### config.mk
export PLATFORM = sky130hd
export DESIGN_NAME = risc_integer_instruction_executor_flat
export DESIGN_NICKNAME = d
export VERILOG_FILES = /design/src/hw/rtl/rie_pkg.sv /design/src/hw/rtl/rie_in_if.sv /design/src/hw/rtl/rie_out_if.sv /design/src/hw/rtl/risc_integer_instruction_executor.sv /design/src/hw/rtl/rie_ram.sv /design/src/hw/rtl/rie_exec.sv /design/src/flat_wrapper.sv
export SDC_FILE = /design/constraint.sdc
export NUM_CORES = 2
export LEC_CHECK = 0
export BUFFER_PORTS_ARGS = -buffer_cell sky130_fd_sc_hd__buf_2
export CORE_UTILIZATION = 60
export DETAILED_ROUTE_END_ITERATION = 8
export GPL_TIMING_DRIVEN = 0
export PLACE_DENSITY = 0.81
export SETUP_SLACK_MARGIN = 0.02
export SYNTH_ARGS = -nofsm -noshare
export SYNTH_HDL_FRONTEND = slang
export SYNTH_SLANG_ARGS = --single-unit
### constraint.sdc
create_clock -name clk_i -period 9.8 [get_ports clk_i]
set_input_delay 1.96 -clock clk_i [delete_from_list [all_inputs] [get_ports clk_i]]
set_output_delay 1.96 -clock clk_i [all_outputs]
set_load 0.02 [all_outputs]
### src/hw/rtl/rie_pkg.sv
// Package for the integer instruction executor: codes, opcodes, state and
// result structs. No dependencies.
`default_nettype none
package rie_pkg;

  localparam int unsigned XLEN          = 32;
  localparam int unsigned RegCountDflt  = 32;
  localparam logic [31:0] StartPcReset  = 32'h8000_0000;

  typedef enum logic [1:0] {
    ACT_START = 2'd0,
    ACT_FETCH = 2'd1,
    ACT_MEM   = 2'd2,
    ACT_NONE  = 2'd3
  } action_e;

  typedef enum logic [2:0] {
    KIND_FETCH  = 3'd0,
    KIND_LOAD   = 3'd1,
    KIND_STORE  = 3'd2,
    KIND_HALT   = 3'd3,
    KIND_IGNORE = 3'd4
  } kind_e;

  localparam logic [1:0] SIZE_BYTE = 2'd0;
  localparam logic [1:0] SIZE_HALF = 2'd1;
  localparam logic [1:0] SIZE_WORD = 2'd2;

  // pending access codes
  localparam logic [2:0] ACC_LB  = 3'd0;
  localparam logic [2:0] ACC_LH  = 3'd1;
  localparam logic [2:0] ACC_LW  = 3'd2;
  localparam logic [2:0] ACC_LBU = 3'd3;
  localparam logic [2:0] ACC_LHU = 3'd4;
  localparam logic [2:0] ACC_SB  = 3'd5;

  localparam logic [6:0] OP_LUI   = 7'd1;
  localparam logic [6:0] OP_AUIPC = 7'd2;
  localparam logic [6:0] OP_JAL   = 7'd3;
  localparam logic [6:0] OP_JALR  = 7'd4;
  localparam logic [6:0] OP_BEQ   = 7'd5;
  localparam logic [6:0] OP_BNE   = 7'd6;
  localparam logic [6:0] OP_BLT   = 7'd7;
  localparam logic [6:0] OP_BGE   = 7'd8;
  localparam logic [6:0] OP_BLTU  = 7'd9;
  localparam logic [6:0] OP_BGEU  = 7'd10;
  localparam logic [6:0] OP_LB    = 7'd11;
  localparam logic [6:0] OP_LH    = 7'd12;
  localparam logic [6:0] OP_LW    = 7'd13;
  localparam logic [6:0] OP_LBU   = 7'd14;
  localparam logic [6:0] OP_LHU   = 7'd15;
  localparam logic [6:0] OP_SB    = 7'd16;
  localparam logic [6:0] OP_SH    = 7'd17;
  localparam logic [6:0] OP_SW    = 7'd18;
  localparam logic [6:0] OP_ADDI  = 7'd19;
  localparam logic [6:0] OP_SLTI  = 7'd20;
  localparam logic [6:0] OP_SLTIU = 7'd21;
  localparam logic [6:0] OP_XORI  = 7'd22;
  localparam logic [6:0] OP_ORI   = 7'd23;
  localparam logic [6:0] OP_ANDI  = 7'd24;
  localparam logic [6:0] OP_SLLI  = 7'd25;
  localparam logic [6:0] OP_SRLI  = 7'd26;
  localparam logic [6:0] OP_SRAI  = 7'd27;
  localparam logic [6:0] OP_ADD   = 7'd28;
  localparam logic [6:0] OP_SUB   = 7'd29;
  localparam logic [6:0] OP_SLL   = 7'd30;
  localparam logic [6:0] OP_SRL   = 7'd31;
  localparam logic [6:0] OP_SRA   = 7'd32;
  localparam logic [6:0] OP_SLT   = 7'd33;
  localparam logic [6:0] OP_SLTU  = 7'd34;

  typedef struct packed {
    logic [31:0] pc;
    logic [31:0] fpc;
    logic        halted;
    logic        awaiting;
    logic [2:0]  pacc;
    logic [4:0]  pdest;
  } core_state_t;

  typedef struct packed {
    logic [2:0]  kind;
    logic [31:0] address;
    logic [1:0]  access_size;
    logic [31:0] store_data;
    logic        reg_write;
    logic [4:0]  reg_index;
    logic [31:0] reg_value;
  } result_t;

endpackage
`default_nettype wire

### src/hw/rtl/rie_in_if.sv
// Input channel of the executor: valid/ready plus the input item fields.
// No dependencies.
`default_nettype none
interface rie_in_if;
  logic        valid;
  logic        ready;
  logic [1:0]  action;
  logic [31:0] word;
  logic        fault;
  modport source (output valid, output action, output word, output fault, input ready);
  modport sink (input valid, input action, input word, input fault, output ready);
endinterface
`default_nettype wire

### src/hw/rtl/rie_out_if.sv
// Result channel of the executor: valid/ready plus the result fields.
// No dependencies.
`default_nettype none
interface rie_out_if;
  logic        valid;
  logic        ready;
  logic [2:0]  kind;
  logic [31:0] address;
  logic [1:0]  access_size;
  logic [31:0] store_data;
  logic        reg_write;
  logic [4:0]  reg_index;
  logic [31:0] reg_value;
  modport source (output valid, output kind, output address, output access_size,
                  output store_data, output reg_write, output reg_index,
                  output reg_value, input ready);
  modport sink (input valid, input kind, input address, input access_size,
                input store_data, input reg_write, input reg_index,
                input reg_value, output ready);
endinterface
`default_nettype wire

### src/hw/rtl/risc_integer_instruction_executor.sv
// Top level of the integer instruction executor: register file RAMs,
// operand stage, execute unit, output register. Depends on rie_pkg,
// rie_in_if, rie_out_if, rie_ram and rie_exec.
//
// The core takes one input beat per cycle and answers each with exactly one
// result beat. The register-file read for an accepted beat starts at the
// accepting edge (two synchronous RAM copies, one read port each, registered
// read data). The beat then executes from the operand stage into the output
// register once that register is free. The sustained rate is one beat per
// cycle whenever the result side keeps ready high. A register written by one
// instruction and read by the very next is forwarded from a bypass register,
// so back-to-back dependent instructions cost nothing extra. Register-file
// reset is held in one valid flop per entry, cleared by reset, so no clearing
// pass follows reset: the core accepts beats as soon as reset is released.
// The user must write start_pc through cfg_we_i/cfg_wdata_i only while the
// core is idle; the block itself does not enforce this.
`default_nettype none
module risc_integer_instruction_executor #(
  parameter int unsigned REG_COUNT = rie_pkg::RegCountDflt
) (
  input  wire logic        clk_i,
  input  wire logic        rst_ni,
  input  wire logic        cfg_we_i,
  input  wire logic [31:0] cfg_wdata_i,
  rie_in_if.sink           in_i,
  rie_out_if.source        out_o
);
  localparam int unsigned AW = $clog2(REG_COUNT);

  logic [31:0] start_pc_q;
  logic        s1_v_q, out_v_q, s1_adv, accept;
  logic [1:0]  s1_action_q;
  logic [31:0] s1_word_q;
  logic        s1_fault_q;
  logic [4:0]  s1_idx2_q;
  logic [4:0]  rd_idx1, rd_idx2;
  logic        sel_rd;
  logic [31:0] rdata1, rdata2, opa, opb;
  logic [REG_COUNT-1:0] valid_q;
  logic        wr_v_q;
  logic [4:0]  wr_idx_q;
  logic [31:0] wr_val_q;
  rie_pkg::core_state_t st_q, st_d;
  rie_pkg::result_t     res, out_q;
  logic        we;

  // Handshake: hold s1 while the output register is full and not taken.
  assign s1_adv     = s1_v_q && (!out_v_q || out_o.ready);
  assign in_i.ready = !s1_v_q || s1_adv;
  assign accept     = in_i.valid && in_i.ready;

  // Branches and stores read their second source from the rd field.
  assign sel_rd  = (in_i.word[6:0] >= rie_pkg::OP_BEQ && in_i.word[6:0] <= rie_pkg::OP_BGEU) ||
                   (in_i.word[6:0] >= rie_pkg::OP_SB && in_i.word[6:0] <= rie_pkg::OP_SW);
  assign rd_idx1 = in_i.word[16:12];
  assign rd_idx2 = sel_rd ? in_i.word[11:7] : in_i.word[21:17];

  assign we = s1_adv && res.reg_write;

  rie_ram #(.WIDTH(32), .DEPTH(REG_COUNT)) u_ram_a (
    .clk_i   (clk_i),
    .we_i    (we),
    .waddr_i (res.reg_index[AW-1:0]),
    .wdata_i (res.reg_value),
    .re_i    (accept),
    .raddr_i (rd_idx1[AW-1:0]),
    .rdata_o (rdata1)
  );

  rie_ram #(.WIDTH(32), .DEPTH(REG_COUNT)) u_ram_b (
    .clk_i   (clk_i),
    .we_i    (we),
    .waddr_i (res.reg_index[AW-1:0]),
    .wdata_i (res.reg_value),
    .re_i    (accept),
    .raddr_i (rd_idx2[AW-1:0]),
    .rdata_o (rdata2)
  );

  // Resolve an operand: x0 and out-of-range read zero, then bypass, then
  // never-written entries read zero.
  function automatic logic [31:0] resolve(input logic [4:0] idx, input logic [31:0] rdata,
                                          input logic [REG_COUNT-1:0] vld,
                                          input logic fv, input logic [4:0] fidx,
                                          input logic [31:0] fval);
    logic [31:0] r;
    if (idx == 5'd0 || 32'(idx) >= REG_COUNT) begin
      r = '0;
    end else if (fv && fidx == idx) begin
      r = fval;
    end else if (vld[idx[AW-1:0]]) begin
      r = rdata;
    end else begin
      r = '0;
    end
    return r;
  endfunction

  assign opa = resolve(s1_word_q[16:12], rdata1, valid_q, wr_v_q, wr_idx_q, wr_val_q);
  assign opb = resolve(s1_idx2_q, rdata2, valid_q, wr_v_q, wr_idx_q, wr_val_q);

  rie_exec #(.REG_COUNT(REG_COUNT)) u_exec (
    .action_i   (s1_action_q),
    .word_i     (s1_word_q),
    .fault_i    (s1_fault_q),
    .opa_i      (opa),
    .opb_i      (opb),
    .start_pc_i (start_pc_q),
    .st_i       (st_q),
    .st_o       (st_d),
    .res_o      (res)
  );

  always_ff @(posedge clk_i or negedge rst_ni) begin
    if (!rst_ni) begin
      start_pc_q       <= rie_pkg::StartPcReset;
      s1_v_q           <= 1'b0;
      out_v_q          <= 1'b0;
      valid_q          <= '0;
      wr_v_q           <= 1'b0;
      st_q             <= '{pc: '0, fpc: '0, halted: 1'b1, awaiting: 1'b0,
                            pacc: '0, pdest: '0};
    end else begin
      if (cfg_we_i) begin
        start_pc_q <= cfg_wdata_i;
      end
      if (accept) begin
        s1_v_q <= 1'b1;
      end else if (s1_adv) begin
        s1_v_q <= 1'b0;
      end
      if (s1_adv) begin
        out_v_q <= 1'b1;
        st_q    <= st_d;
        wr_v_q  <= res.reg_write;
        if (res.reg_write) begin
          valid_q[res.reg_index[AW-1:0]] <= 1'b1;
        end
      end else if (out_o.ready) begin
        out_v_q <= 1'b0;
      end
    end
  end

  // Payload registers: advance with their stage.
  always_ff @(posedge clk_i) begin
    if (accept) begin
      s1_action_q <= in_i.action;
      s1_word_q   <= in_i.word;
      s1_fault_q  <= in_i.fault;
      s1_idx2_q   <= rd_idx2;
    end
    if (s1_adv) begin
      out_q    <= res;
      wr_idx_q <= res.reg_index;
      wr_val_q <= res.reg_value;
    end
  end

  assign out_o.valid       = out_v_q;
  assign out_o.kind        = out_q.kind;
  assign out_o.address     = out_q.address;
  assign out_o.access_size = out_q.access_size;
  assign out_o.store_data  = out_q.store_data;
  assign out_o.reg_write   = out_q.reg_write;
  assign out_o.reg_index   = out_q.reg_index;
  assign out_o.reg_value   = out_q.reg_value;

`ifndef SYNTH
  a_s1_fill: assert property (@(posedge clk_i) disable iff (!rst_ni)
    accept |=> s1_v_q)
    else $error("accepted beat did not reach operand stage");
  a_s1_hold: assert property (@(posedge clk_i) disable iff (!rst_ni)
    (s1_v_q && !s1_adv) |=> (s1_v_q && $stable(s1_word_q)))
    else $error("stalled operand stage lost its beat");
  a_bypass_idx: assert property (@(posedge clk_i) disable iff (!rst_ni)
    wr_v_q |-> (wr_idx_q != 5'd0))
    else $error("bypass holds a write to x0");
  a_halt_ignore: assert property (@(posedge clk_i) disable iff (!rst_ni)
    (s1_adv && st_q.halted && s1_action_q == rie_pkg::ACT_FETCH)
      |=> (out_q.kind == rie_pkg::KIND_IGNORE))
    else $error("fetch while halted was not ignored");
`endif
endmodule
`default_nettype wire

### src/hw/rtl/rie_ram.sv
// Generic single-write, single-read RAM with registered read data.
// No dependencies.
`default_nettype none
module rie_ram #(
  parameter int unsigned WIDTH = 32,
  parameter int unsigned DEPTH = 32
) (
  input  wire logic                     clk_i,
  input  wire logic                     we_i,
  input  wire logic [$clog2(DEPTH)-1:0] waddr_i,
  input  wire logic [WIDTH-1:0]         wdata_i,
  input  wire logic                     re_i,
  input  wire logic [$clog2(DEPTH)-1:0] raddr_i,
  output logic      [WIDTH-1:0]         rdata_o
);
  logic [WIDTH-1:0] mem_q [DEPTH];

  always_ff @(posedge clk_i) begin
    if (we_i) begin
      mem_q[waddr_i] <= wdata_i;
    end
    if (re_i) begin
      rdata_o <= mem_q[raddr_i];
    end
  end
endmodule
`default_nettype wire

### src/hw/rtl/rie_exec.sv
// Execute unit: one item against resolved operands and the core state.
// Depends on rie_pkg.
`default_nettype none
module rie_exec #(
  parameter int unsigned REG_COUNT = rie_pkg::RegCountDflt
) (
  input  wire logic [1:0]          action_i,
  input  wire logic [31:0]         word_i,
  input  wire logic                fault_i,
  input  wire logic [31:0]         opa_i,
  input  wire logic [31:0]         opb_i,
  input  wire logic [31:0]         start_pc_i,
  input  wire rie_pkg::core_state_t st_i,
  output rie_pkg::core_state_t     st_o,
  output rie_pkg::result_t         res_o
);
  logic [6:0]  op;
  logic [4:0]  rd;
  logic [31:0] imm, jof, bof, upper, nfpc, v;
  logic        do_adv, do_wr, do_halt, take, is_byte;
  logic [4:0]  dest;

  assign op    = word_i[6:0];
  assign rd    = word_i[11:7];
  assign imm   = {{20{word_i[31]}}, word_i[31:20]};
  assign jof   = {{11{word_i[31]}}, word_i[31:12], 1'b0};
  assign bof   = {{19{word_i[31]}}, word_i[31:20], 1'b0};
  assign upper = {word_i[31:12], 12'd0};

  always_comb begin
    st_o    = st_i;
    res_o   = '0;
    do_adv  = 1'b0;
    do_wr   = 1'b0;
    do_halt = 1'b0;
    take    = 1'b0;
    dest    = rd;
    v       = '0;
    nfpc    = st_i.fpc;
    is_byte = (st_i.pacc == rie_pkg::ACC_LB) || (st_i.pacc == rie_pkg::ACC_LBU) ||
              (st_i.pacc == rie_pkg::ACC_SB);
    if (action_i == rie_pkg::ACT_START) begin
      st_o.pc       = start_pc_i;
      st_o.fpc      = '0;
      st_o.halted   = 1'b0;
      st_o.awaiting = 1'b0;
      st_o.pacc     = '0;
      st_o.pdest    = '0;
      res_o.kind        = rie_pkg::KIND_FETCH;
      res_o.address     = start_pc_i;
      res_o.access_size = rie_pkg::SIZE_WORD;
    end else if (action_i == rie_pkg::ACT_NONE || st_i.halted) begin
      res_o.kind = rie_pkg::KIND_IGNORE;
    end else if (action_i == rie_pkg::ACT_FETCH) begin
      if (st_i.awaiting) begin
        res_o.kind = rie_pkg::KIND_IGNORE;
      end else if (fault_i) begin
        do_halt = 1'b1;
      end else begin
        nfpc   = st_i.pc + 32'd4;
        do_adv = 1'b1;
        do_wr  = 1'b1;
        unique case (op)
          rie_pkg::OP_LUI:   v = upper;
          rie_pkg::OP_AUIPC: v = st_i.pc + upper;
          rie_pkg::OP_JAL: begin
            nfpc = st_i.pc + jof;
            v    = st_i.pc + 32'd4;
          end
          rie_pkg::OP_JALR: begin
            nfpc = (opa_i + imm) & 32'hFFFF_FFFE;
            v    = st_i.pc + 32'd4;
          end
          rie_pkg::OP_BEQ, rie_pkg::OP_BNE, rie_pkg::OP_BLT,
          rie_pkg::OP_BGE, rie_pkg::OP_BLTU, rie_pkg::OP_BGEU: begin
            do_wr = 1'b0;
            case (op)
              rie_pkg::OP_BEQ:  take = (opa_i == opb_i);
              rie_pkg::OP_BNE:  take = (opa_i != opb_i);
              rie_pkg::OP_BLT:  take = ($signed(opa_i) < $signed(opb_i));
              rie_pkg::OP_BGE:  take = ($signed(opa_i) >= $signed(opb_i));
              rie_pkg::OP_BLTU: take = (opa_i < opb_i);
              default:          take = (opa_i >= opb_i);
            endcase
            if (take) begin
              nfpc = st_i.pc + bof;
            end
          end
          rie_pkg::OP_LB, rie_pkg::OP_LH, rie_pkg::OP_LW,
          rie_pkg::OP_LBU, rie_pkg::OP_LHU: begin
            do_adv        = 1'b0;
            st_o.fpc      = nfpc;
            st_o.pacc     = 3'(op - rie_pkg::OP_LB);
            st_o.pdest    = rd;
            st_o.awaiting = 1'b1;
            res_o.kind    = rie_pkg::KIND_LOAD;
            res_o.address = opa_i + imm;
            if (op == rie_pkg::OP_LW) begin
              res_o.access_size = rie_pkg::SIZE_WORD;
            end else if (op == rie_pkg::OP_LH || op == rie_pkg::OP_LHU) begin
              res_o.access_size = rie_pkg::SIZE_HALF;
            end else begin
              res_o.access_size = rie_pkg::SIZE_BYTE;
            end
          end
          rie_pkg::OP_SB, rie_pkg::OP_SH, rie_pkg::OP_SW: begin
            do_adv            = 1'b0;
            st_o.fpc          = nfpc;
            st_o.pacc         = 3'(op - rie_pkg::OP_LB);
            st_o.pdest        = '0;
            st_o.awaiting     = 1'b1;
            res_o.kind        = rie_pkg::KIND_STORE;
            res_o.address     = opa_i + imm;
            res_o.access_size = 2'(op - rie_pkg::OP_SB);
            res_o.store_data  = opb_i;
          end
          rie_pkg::OP_ADDI:  v = opa_i + imm;
          rie_pkg::OP_SLTI:  v = {31'd0, $signed(opa_i) < $signed(imm)};
          rie_pkg::OP_SLTIU: v = {31'd0, opa_i < imm};
          rie_pkg::OP_XORI:  v = opa_i ^ imm;
          rie_pkg::OP_ORI:   v = opa_i | imm;
          rie_pkg::OP_ANDI:  v = opa_i & imm;
          rie_pkg::OP_SLLI:  v = opa_i << word_i[24:20];
          rie_pkg::OP_SRLI:  v = opa_i >> word_i[24:20];
          rie_pkg::OP_SRAI:  v = 32'($signed(opa_i) >>> word_i[24:20]);
          rie_pkg::OP_ADD:   v = opa_i + opb_i;
          rie_pkg::OP_SUB:   v = opa_i - opb_i;
          rie_pkg::OP_SLL:   v = opa_i << opb_i[4:0];
          rie_pkg::OP_SRL:   v = opa_i >> opb_i[4:0];
          rie_pkg::OP_SRA:   v = 32'($signed(opa_i) >>> opb_i[4:0]);
          rie_pkg::OP_SLT:   v = {31'd0, $signed(opa_i) < $signed(opb_i)};
          rie_pkg::OP_SLTU:  v = {31'd0, opa_i < opb_i};
          default: begin
            do_adv   = 1'b0;
            do_halt  = 1'b1;
            st_o.fpc = nfpc;
          end
        endcase
      end
    end else begin
      // memory response
      if (!st_i.awaiting) begin
        res_o.kind = rie_pkg::KIND_IGNORE;
      end else if (fault_i && !is_byte) begin
        do_halt = 1'b1;
      end else begin
        st_o.awaiting = 1'b0;
        do_adv = 1'b1;
        do_wr  = 1'b1;
        dest   = st_i.pdest;
        case (st_i.pacc)
          rie_pkg::ACC_LB:  v = {{24{word_i[7]}}, word_i[7:0]};
          rie_pkg::ACC_LH:  v = {{16{word_i[15]}}, word_i[15:0]};
          rie_pkg::ACC_LW:  v = word_i;
          rie_pkg::ACC_LBU: v = {24'd0, word_i[7:0]};
          rie_pkg::ACC_LHU: v = {16'd0, word_i[15:0]};
          default:          do_wr = 1'b0;
        endcase
      end
    end

    if (do_halt) begin
      st_o.halted   = 1'b1;
      st_o.awaiting = 1'b0;
      res_o.kind    = rie_pkg::KIND_HALT;
      res_o.address = st_i.pc;
    end
    if (do_adv) begin
      if (do_wr && dest != 5'd0 && 32'(dest) < REG_COUNT) begin
        res_o.reg_write = 1'b1;
        res_o.reg_index = dest;
        res_o.reg_value = v;
      end
      st_o.fpc          = nfpc;
      st_o.pc           = nfpc;
      res_o.kind        = rie_pkg::KIND_FETCH;
      res_o.address     = nfpc;
      res_o.access_size = rie_pkg::SIZE_WORD;
    end
  end
endmodule
`default_nettype wire

### src/flat_wrapper.sv
// flat-port wrapper written by rule: the top's interface ports become plain ports
module risc_integer_instruction_executor_flat 
#(
  parameter int unsigned REG_COUNT = rie_pkg::RegCountDflt
)
  (clk_i, rst_ni, cfg_we_i, cfg_wdata_i, in_i_valid, in_i_action, in_i_word, in_i_fault, in_i_ready, out_o_valid, out_o_kind, out_o_address, out_o_access_size, out_o_store_data, out_o_reg_write, out_o_reg_index, out_o_reg_value, out_o_ready);
  rie_in_if in_i_i ();
  rie_out_if out_o_i ();
  input  wire logic clk_i;
  input  wire logic rst_ni;
  input  wire logic cfg_we_i;
  input  wire logic [31:0] cfg_wdata_i;
  input wire logic [$bits(in_i_i.valid)-1:0] in_i_valid;
  input wire logic [$bits(in_i_i.action)-1:0] in_i_action;
  input wire logic [$bits(in_i_i.word)-1:0] in_i_word;
  input wire logic [$bits(in_i_i.fault)-1:0] in_i_fault;
  output wire logic [$bits(in_i_i.ready)-1:0] in_i_ready;
  output wire logic [$bits(out_o_i.valid)-1:0] out_o_valid;
  output wire logic [$bits(out_o_i.kind)-1:0] out_o_kind;
  output wire logic [$bits(out_o_i.address)-1:0] out_o_address;
  output wire logic [$bits(out_o_i.access_size)-1:0] out_o_access_size;
  output wire logic [$bits(out_o_i.store_data)-1:0] out_o_store_data;
  output wire logic [$bits(out_o_i.reg_write)-1:0] out_o_reg_write;
  output wire logic [$bits(out_o_i.reg_index)-1:0] out_o_reg_index;
  output wire logic [$bits(out_o_i.reg_value)-1:0] out_o_reg_value;
  input wire logic [$bits(out_o_i.ready)-1:0] out_o_ready;
  assign in_i_i.valid = in_i_valid;
  assign in_i_i.action = in_i_action;
  assign in_i_i.word = in_i_word;
  assign in_i_i.fault = in_i_fault;
  assign in_i_ready = in_i_i.ready;
  assign out_o_valid = out_o_i.valid;
  assign out_o_kind = out_o_i.kind;
  assign out_o_address = out_o_i.address;
  assign out_o_access_size = out_o_i.access_size;
  assign out_o_store_data = out_o_i.store_data;
  assign out_o_reg_write = out_o_i.reg_write;
  assign out_o_reg_index = out_o_i.reg_index;
  assign out_o_reg_value = out_o_i.reg_value;
  assign out_o_i.ready = out_o_ready;
  risc_integer_instruction_executor #(.REG_COUNT(REG_COUNT)) u_core (.clk_i(clk_i), .rst_ni(rst_ni), .cfg_we_i(cfg_we_i), .cfg_wdata_i(cfg_wdata_i), .in_i(in_i_i), .out_o(out_o_i));
endmodule
==> impl_metrics.csv, run 1 <==
group,metric,value,unit
yosys,synthArstFlopShare,10.2,%
yosys,synth_edf_count,1235,
clock_network,holdBufCountCts,0,
floorplan,die_h,376,um
placed_design,portBuffers,179,
status,tool.error,"[ERROR GRT-0116] Global routing finished with congestion. Check the congestion regions in the DRC Viewer.",
clock_network,cts.repair.resized,0,
floorplan,ioPinCount,181,
floorplan,row_count,136,
grt,grt_pass1_vias,96200,
grt,gr-total-overflow,280,
yosys,ys.flop_type,"edfxtp_1",
yosys,yosysUniqueCellTypes,108,
clock_network,post_cts_buffers,0,
floorplan,initial_core_util,60.7,%
grt,grt_max_degree,75,
clock_network,cts_buffer_depth,3,
placed_design,gp_congestion,1.17,
yosys,synth_largest_area_cell,"edfxtp_1",
yosys,synth_area_leaders,"edfxtp_1 44%, mux4_2 8.8%, nand2_1 6.6%, dfrtp_1 4.2%, ha_1 3.5%",
yosys,synth_warnings,0,
yosys,syn_area,83800,um2
yosys,yosysSeqAreaShare,48.5,%
yosys,synthCells,7861,
status,failing_step,"global routing (5_1_grt)",
clock_network,h-tree-depth,4,
clock_network,cts_sinks,1376,
grt,grt_pass1_wl,822000,um
grt,grt_usage,82.8,%
floorplan,fp.dieW,376,um
clock_network,clock_tree.root_cell,"clkbuf_16",
clock_network,tritoncts.num_buffers,136,
yosys,syn-mean-instance-area,10.7,um2
yosys,synth.top_cell.area_share,44.3,%
status,outcome,"aborted with a tool error",
yosys,synth_seq_cells,1376,
placed_design,hpwl,327000,um
## cells by family after synthesis
family                   after synthesis  synth area share, %
XOR/XNOR                             138                 1.44
flip-flops                          1376                 48.5
AND/OR/NAND/NOR                     2991                 15.7
adder cells (fa/ha/maj)              238                 3.61
other                                  1              0.00448
AO/OA/AOI/OAI                       1725                 14.6
buffers and inverters                766                 3.62
multiplexers                         626                 12.5
## per-layer routing
layer / GRT usage, % / overflow
met1: 84.1 / 20
met2: 94.1 / 118
met3: 74.7 / 17
met4: 75.0 / 121
met5: 51.6 / 4
## synth_stat cells, types with 139 or more instances
cell type	instances
inv_1	170
nand3_1	479
ha_1	232
nand2_1	1477
mux4_2	328
nor2_1	510
a21oi_1	358
clkbuf_1	446
dfrtp_1	139
a311oi_1	202
mux2i_1	215
o21ai_0	269
edfxtp_1	1235
## per-stage QoR
step           cell area (um2)  utilization [%]  hold WS [ps]  cells  worst slack, ps
4_1_cts                  93600             67.8           482  10300              182
3_5_place_dp             89200             64.6           469  10000              286
3_3_place_gp             87100             63.1           459   9934            -2120
2_1_floorplan            83900                -           445   7892             2890
==> run 2, diff against run 1 <==
- CORE_UTILIZATION: 60 -> 40
- PLACE_DENSITY: 0.81 -> default
- PLACE_DENSITY_LB_ADDON: default -> 0.15
- SETUP_SLACK_MARGIN: 0.02 -> default
==> run 2 against run 1 <==
Against the previous run:
- the flow now finishes, with violations (capacitance limit, slew limit, setup timing)
- synthesized area unchanged
- synthesized cell count unchanged
==> impl_metrics.csv, run 2 <==
group,metric,value,unit
timing,worst_pin_slew,1600,ps
floorplan,coreArea,207000,um2
worst_setup_path,critPathRequiredTime,10310,ps
floorplan,die_h,460,um
yosys,synth.top_cell.area_share,44.3,%
yosys,synthCells,7861,
cells_and_area,drive_gt1_share,14.0,%
routing,wirelength,451000,um
grt,antenna_found_initial,37,
cells_and_area,top_register,"u_core.u_ram_b.mem_q",
timing,setup_tns,-8990,ps
yosys,synth_warnings,0,
cells_and_area,reg_top3,"u_core.u_ram_b.mem_q (1024), u_core.st_q (74)",
floorplan,die_area,211000,um2
placed_design,place_ws,-732,ps
floorplan,initial_core_util,40.4,%
worst_setup_path,end_kind,"flop",
clock_network,path_clk_slew,60,ps
routing,final_antenna_net_count,0,
clock_network,clock_tree.root_cell,"clkbuf_16",
routing,drt_iter0_markers,10600,
grt,grt_pass1_vias,72600,
grt,grt_max_degree,73,
grt,grt_usage,41.9,%
grt,gr-total-overflow,0,
routing,first_pass_iters,8,
timing,layout_setup_ws,-161,ps
timing,period_share,102,%
yosys,synth_common_cells,"1477 x nand2_1, 1235 x edfxtp_1, 510 x nor2_1, 479 x nand3_1, 446 x clkbuf_1",
cells_and_area,final_common_cell,"nand2_1",
status,violations,"capacitance limit, slew limit, setup timing",
placed_design,hpwl,354000,um
worst_setup_path,cpMaxStageDelayCell,"a22oi_2",
routing,vias_per_cell,6.72,
clock_network,clock_latency,890,ps
timing,skew,116,ps
worst_setup_path,critPathKind,"flop to flop",
yosys,syn_area,83800,um2
clock_network,cts_tree,"done",
worst_setup_path,crit_fanout,33,
clock_network,cts_buffer_depth,3,
status,outcome,"finished with violations",
flow_run,cap_violations,4,
yosys,syn-mean-instance-area,10.7,um2
yosys,yosysMostFrequentCell,"nand2_1",
hold_path,hold_path.class,"flop to flop",
timing,rsz0062_at_grt,"false",
placed_design,portBuffers,179,
clock_network,tritoncts.num_buffers,155,
cells_and_area,final_cell_mix,"1477 x nand2_1, 1235 x edfxtp_1, 482 x nor2_1",
placed_design,gp_congestion,1.08,
floorplan,ioPinCount,181,
cells_and_area,n_fill_cell,19400,
floorplan,fp.dieW,460,um
worst_setup_path,critPathMaxStageDelay,800,ps
worst_setup_path,arrival,10470,ps
yosys,ys.flop_type,"edfxtp_1",
power_and_ir_drop,peakVddDrop,0.185,mV
timing,drv_slew,28,
cells_and_area,fin_nets,8642,
yosys,synth_edf_count,1235,
yosys,synth_area_leaders,"edfxtp_1 44%, mux4_2 8.8%, nand2_1 6.6%, dfrtp_1 4.2%, ha_1 3.5%",
timing,maxSlewHeadroom,-6.79,%
floorplan,row_count,167,
yosys,synthArstFlopShare,10.2,%
cells_and_area,largest_reg_flops,1024,
yosys,synth_seq_cells,1376,
worst_setup_path,startpoint_type,"flop",
worst_setup_path,critPathTopFamily,"compound AO/OA/AOI/OAI gates",
yosys,yosysSeqAreaShare,48.5,%
clock_network,h-tree-depth,4,
routing,wl_per_cell,40.1,um
routing,drc_errors,0,
timing,fin_crit,9960,ps
grt,grt_pass1_wl,605000,um
timing,finalSetupViolations,97,
cells_and_area,syn_to_final_growth,14.9,%
timing,finalHoldViolations,0,
power_and_ir_drop,power.density,177,nW/um2
yosys,synth_largest_area_cell,"edfxtp_1",
worst_setup_path,critPathBufInv,6,
timing,fmax,100,MHz
timing,holdWs,477,ps
power_and_ir_drop,leakage,0.0357,uW
routing,vias,75600,
yosys,yosysUniqueCellTypes,108,
clock_network,cts_sinks,1376,
## run 2: cell counts after synthesis
No cell type changed its count.
## run 2: cell families after synthesis
kind of cell               Yosys count  synth area share [%]
xor gates and xnor gates           138                  1.44
AOI/OAI and AO/OA                 1725                  14.6
muxes                              626                  12.5
adders and majority gates          238                  3.61
buffers and inverters              766                  3.62
DFF                               1376                  48.5
and+or+nand+nor                   2991                  15.7
other                                1               0.00448
## run 2: worst paths after layout
path | from | end | slack, ps | cells past startpoint
hold reg to reg | u_core.st_q[13] | u_core.st_q[13] | 480 | 2
hold / removal | u_core.st_q[13] | u_core.st_q[13] | 480 | 2
setup / recovery | u_core.s1_word_q[12] | u_core.u_ram_b.mem_q[18][8] | -160 | 26
setup reg to reg | u_core.s1_word_q[12] | u_core.u_ram_b.mem_q[18][8] | -160 | 26
max in group asynchronous | rst_ni | u_core.st_q[9] | 7770 | 2
min in group asynchronous | rst_ni | u_core.st_q[36] | 1110 | 1
## run 2: layout make-up
type                    instances  area [um2]  share of cell area [%]
diodes                          9        22.5                  0.0234
plain buffers                 589        2390                    2.49
clock buffers                 191        4050                    4.20
clock inverters                93        1240                    1.29
inverters                     175         666                   0.691
multi-input cells            5750       41000                    42.6
flip-flops and latches       1376       40600                    42.2
well taps                    2788        3490                    3.62
repair buffers                285        2750                    2.86
## run 2: through the flow
step / utilization [%] / power, uW / instance area [um2] / instances
after floorplan: - / 9070 / 83900 / 7892
after global placement: 42.5 / 10900 / 88300 / 10900
after detailed placement: 43.8 / 10900 / 90900 / 11000
after CTS: 46.4 / 16900 / 96200 / 11200
after global routing: 46.4 / 17400 / 96200 / 11200
final: 46.4 / 17100 / 96300 / 11300
## run 2: worst min-delay path, cell delays in order (launching register included)
cell and delay (ps):
dfrtp_1 330, nand2_1 40, o21ai_0 60
## run 2: timing repair
| item | 4_1_cts | 5_1_grt |
|---|---|---|
| pin swaps | 1 | 2 |
| hold buffers | 0 | 0 |
| endpoints found under the setup margin | 120 | 263 |
| setup buffers | 0 | 1 |
| resized for setup | 6 | 7 |
| cloned | 0 | 0 |
## run 2: layer usage
| metal | GRT usage [%] | share of wire, % | vias up |
|---|---|---|---|
| met5 | 0 | 0.034 | - |
| met4 | 32.2 | 9.2 | 22 |
| met3 | 8.70 | 8.8 | 1451 |
| met2 | 68.3 | 47 | 4933 |
| met1 | 48.3 | 35 | 38300 |
| li1 | - | - | 30900 |
## run 2: report_power, final
group,switching [uW],internal [uW]
Sequential,307,6530
Clock,2630,3460
Combinational,2980,1160
Note: power is estimated with default switching activity, not from simulation.
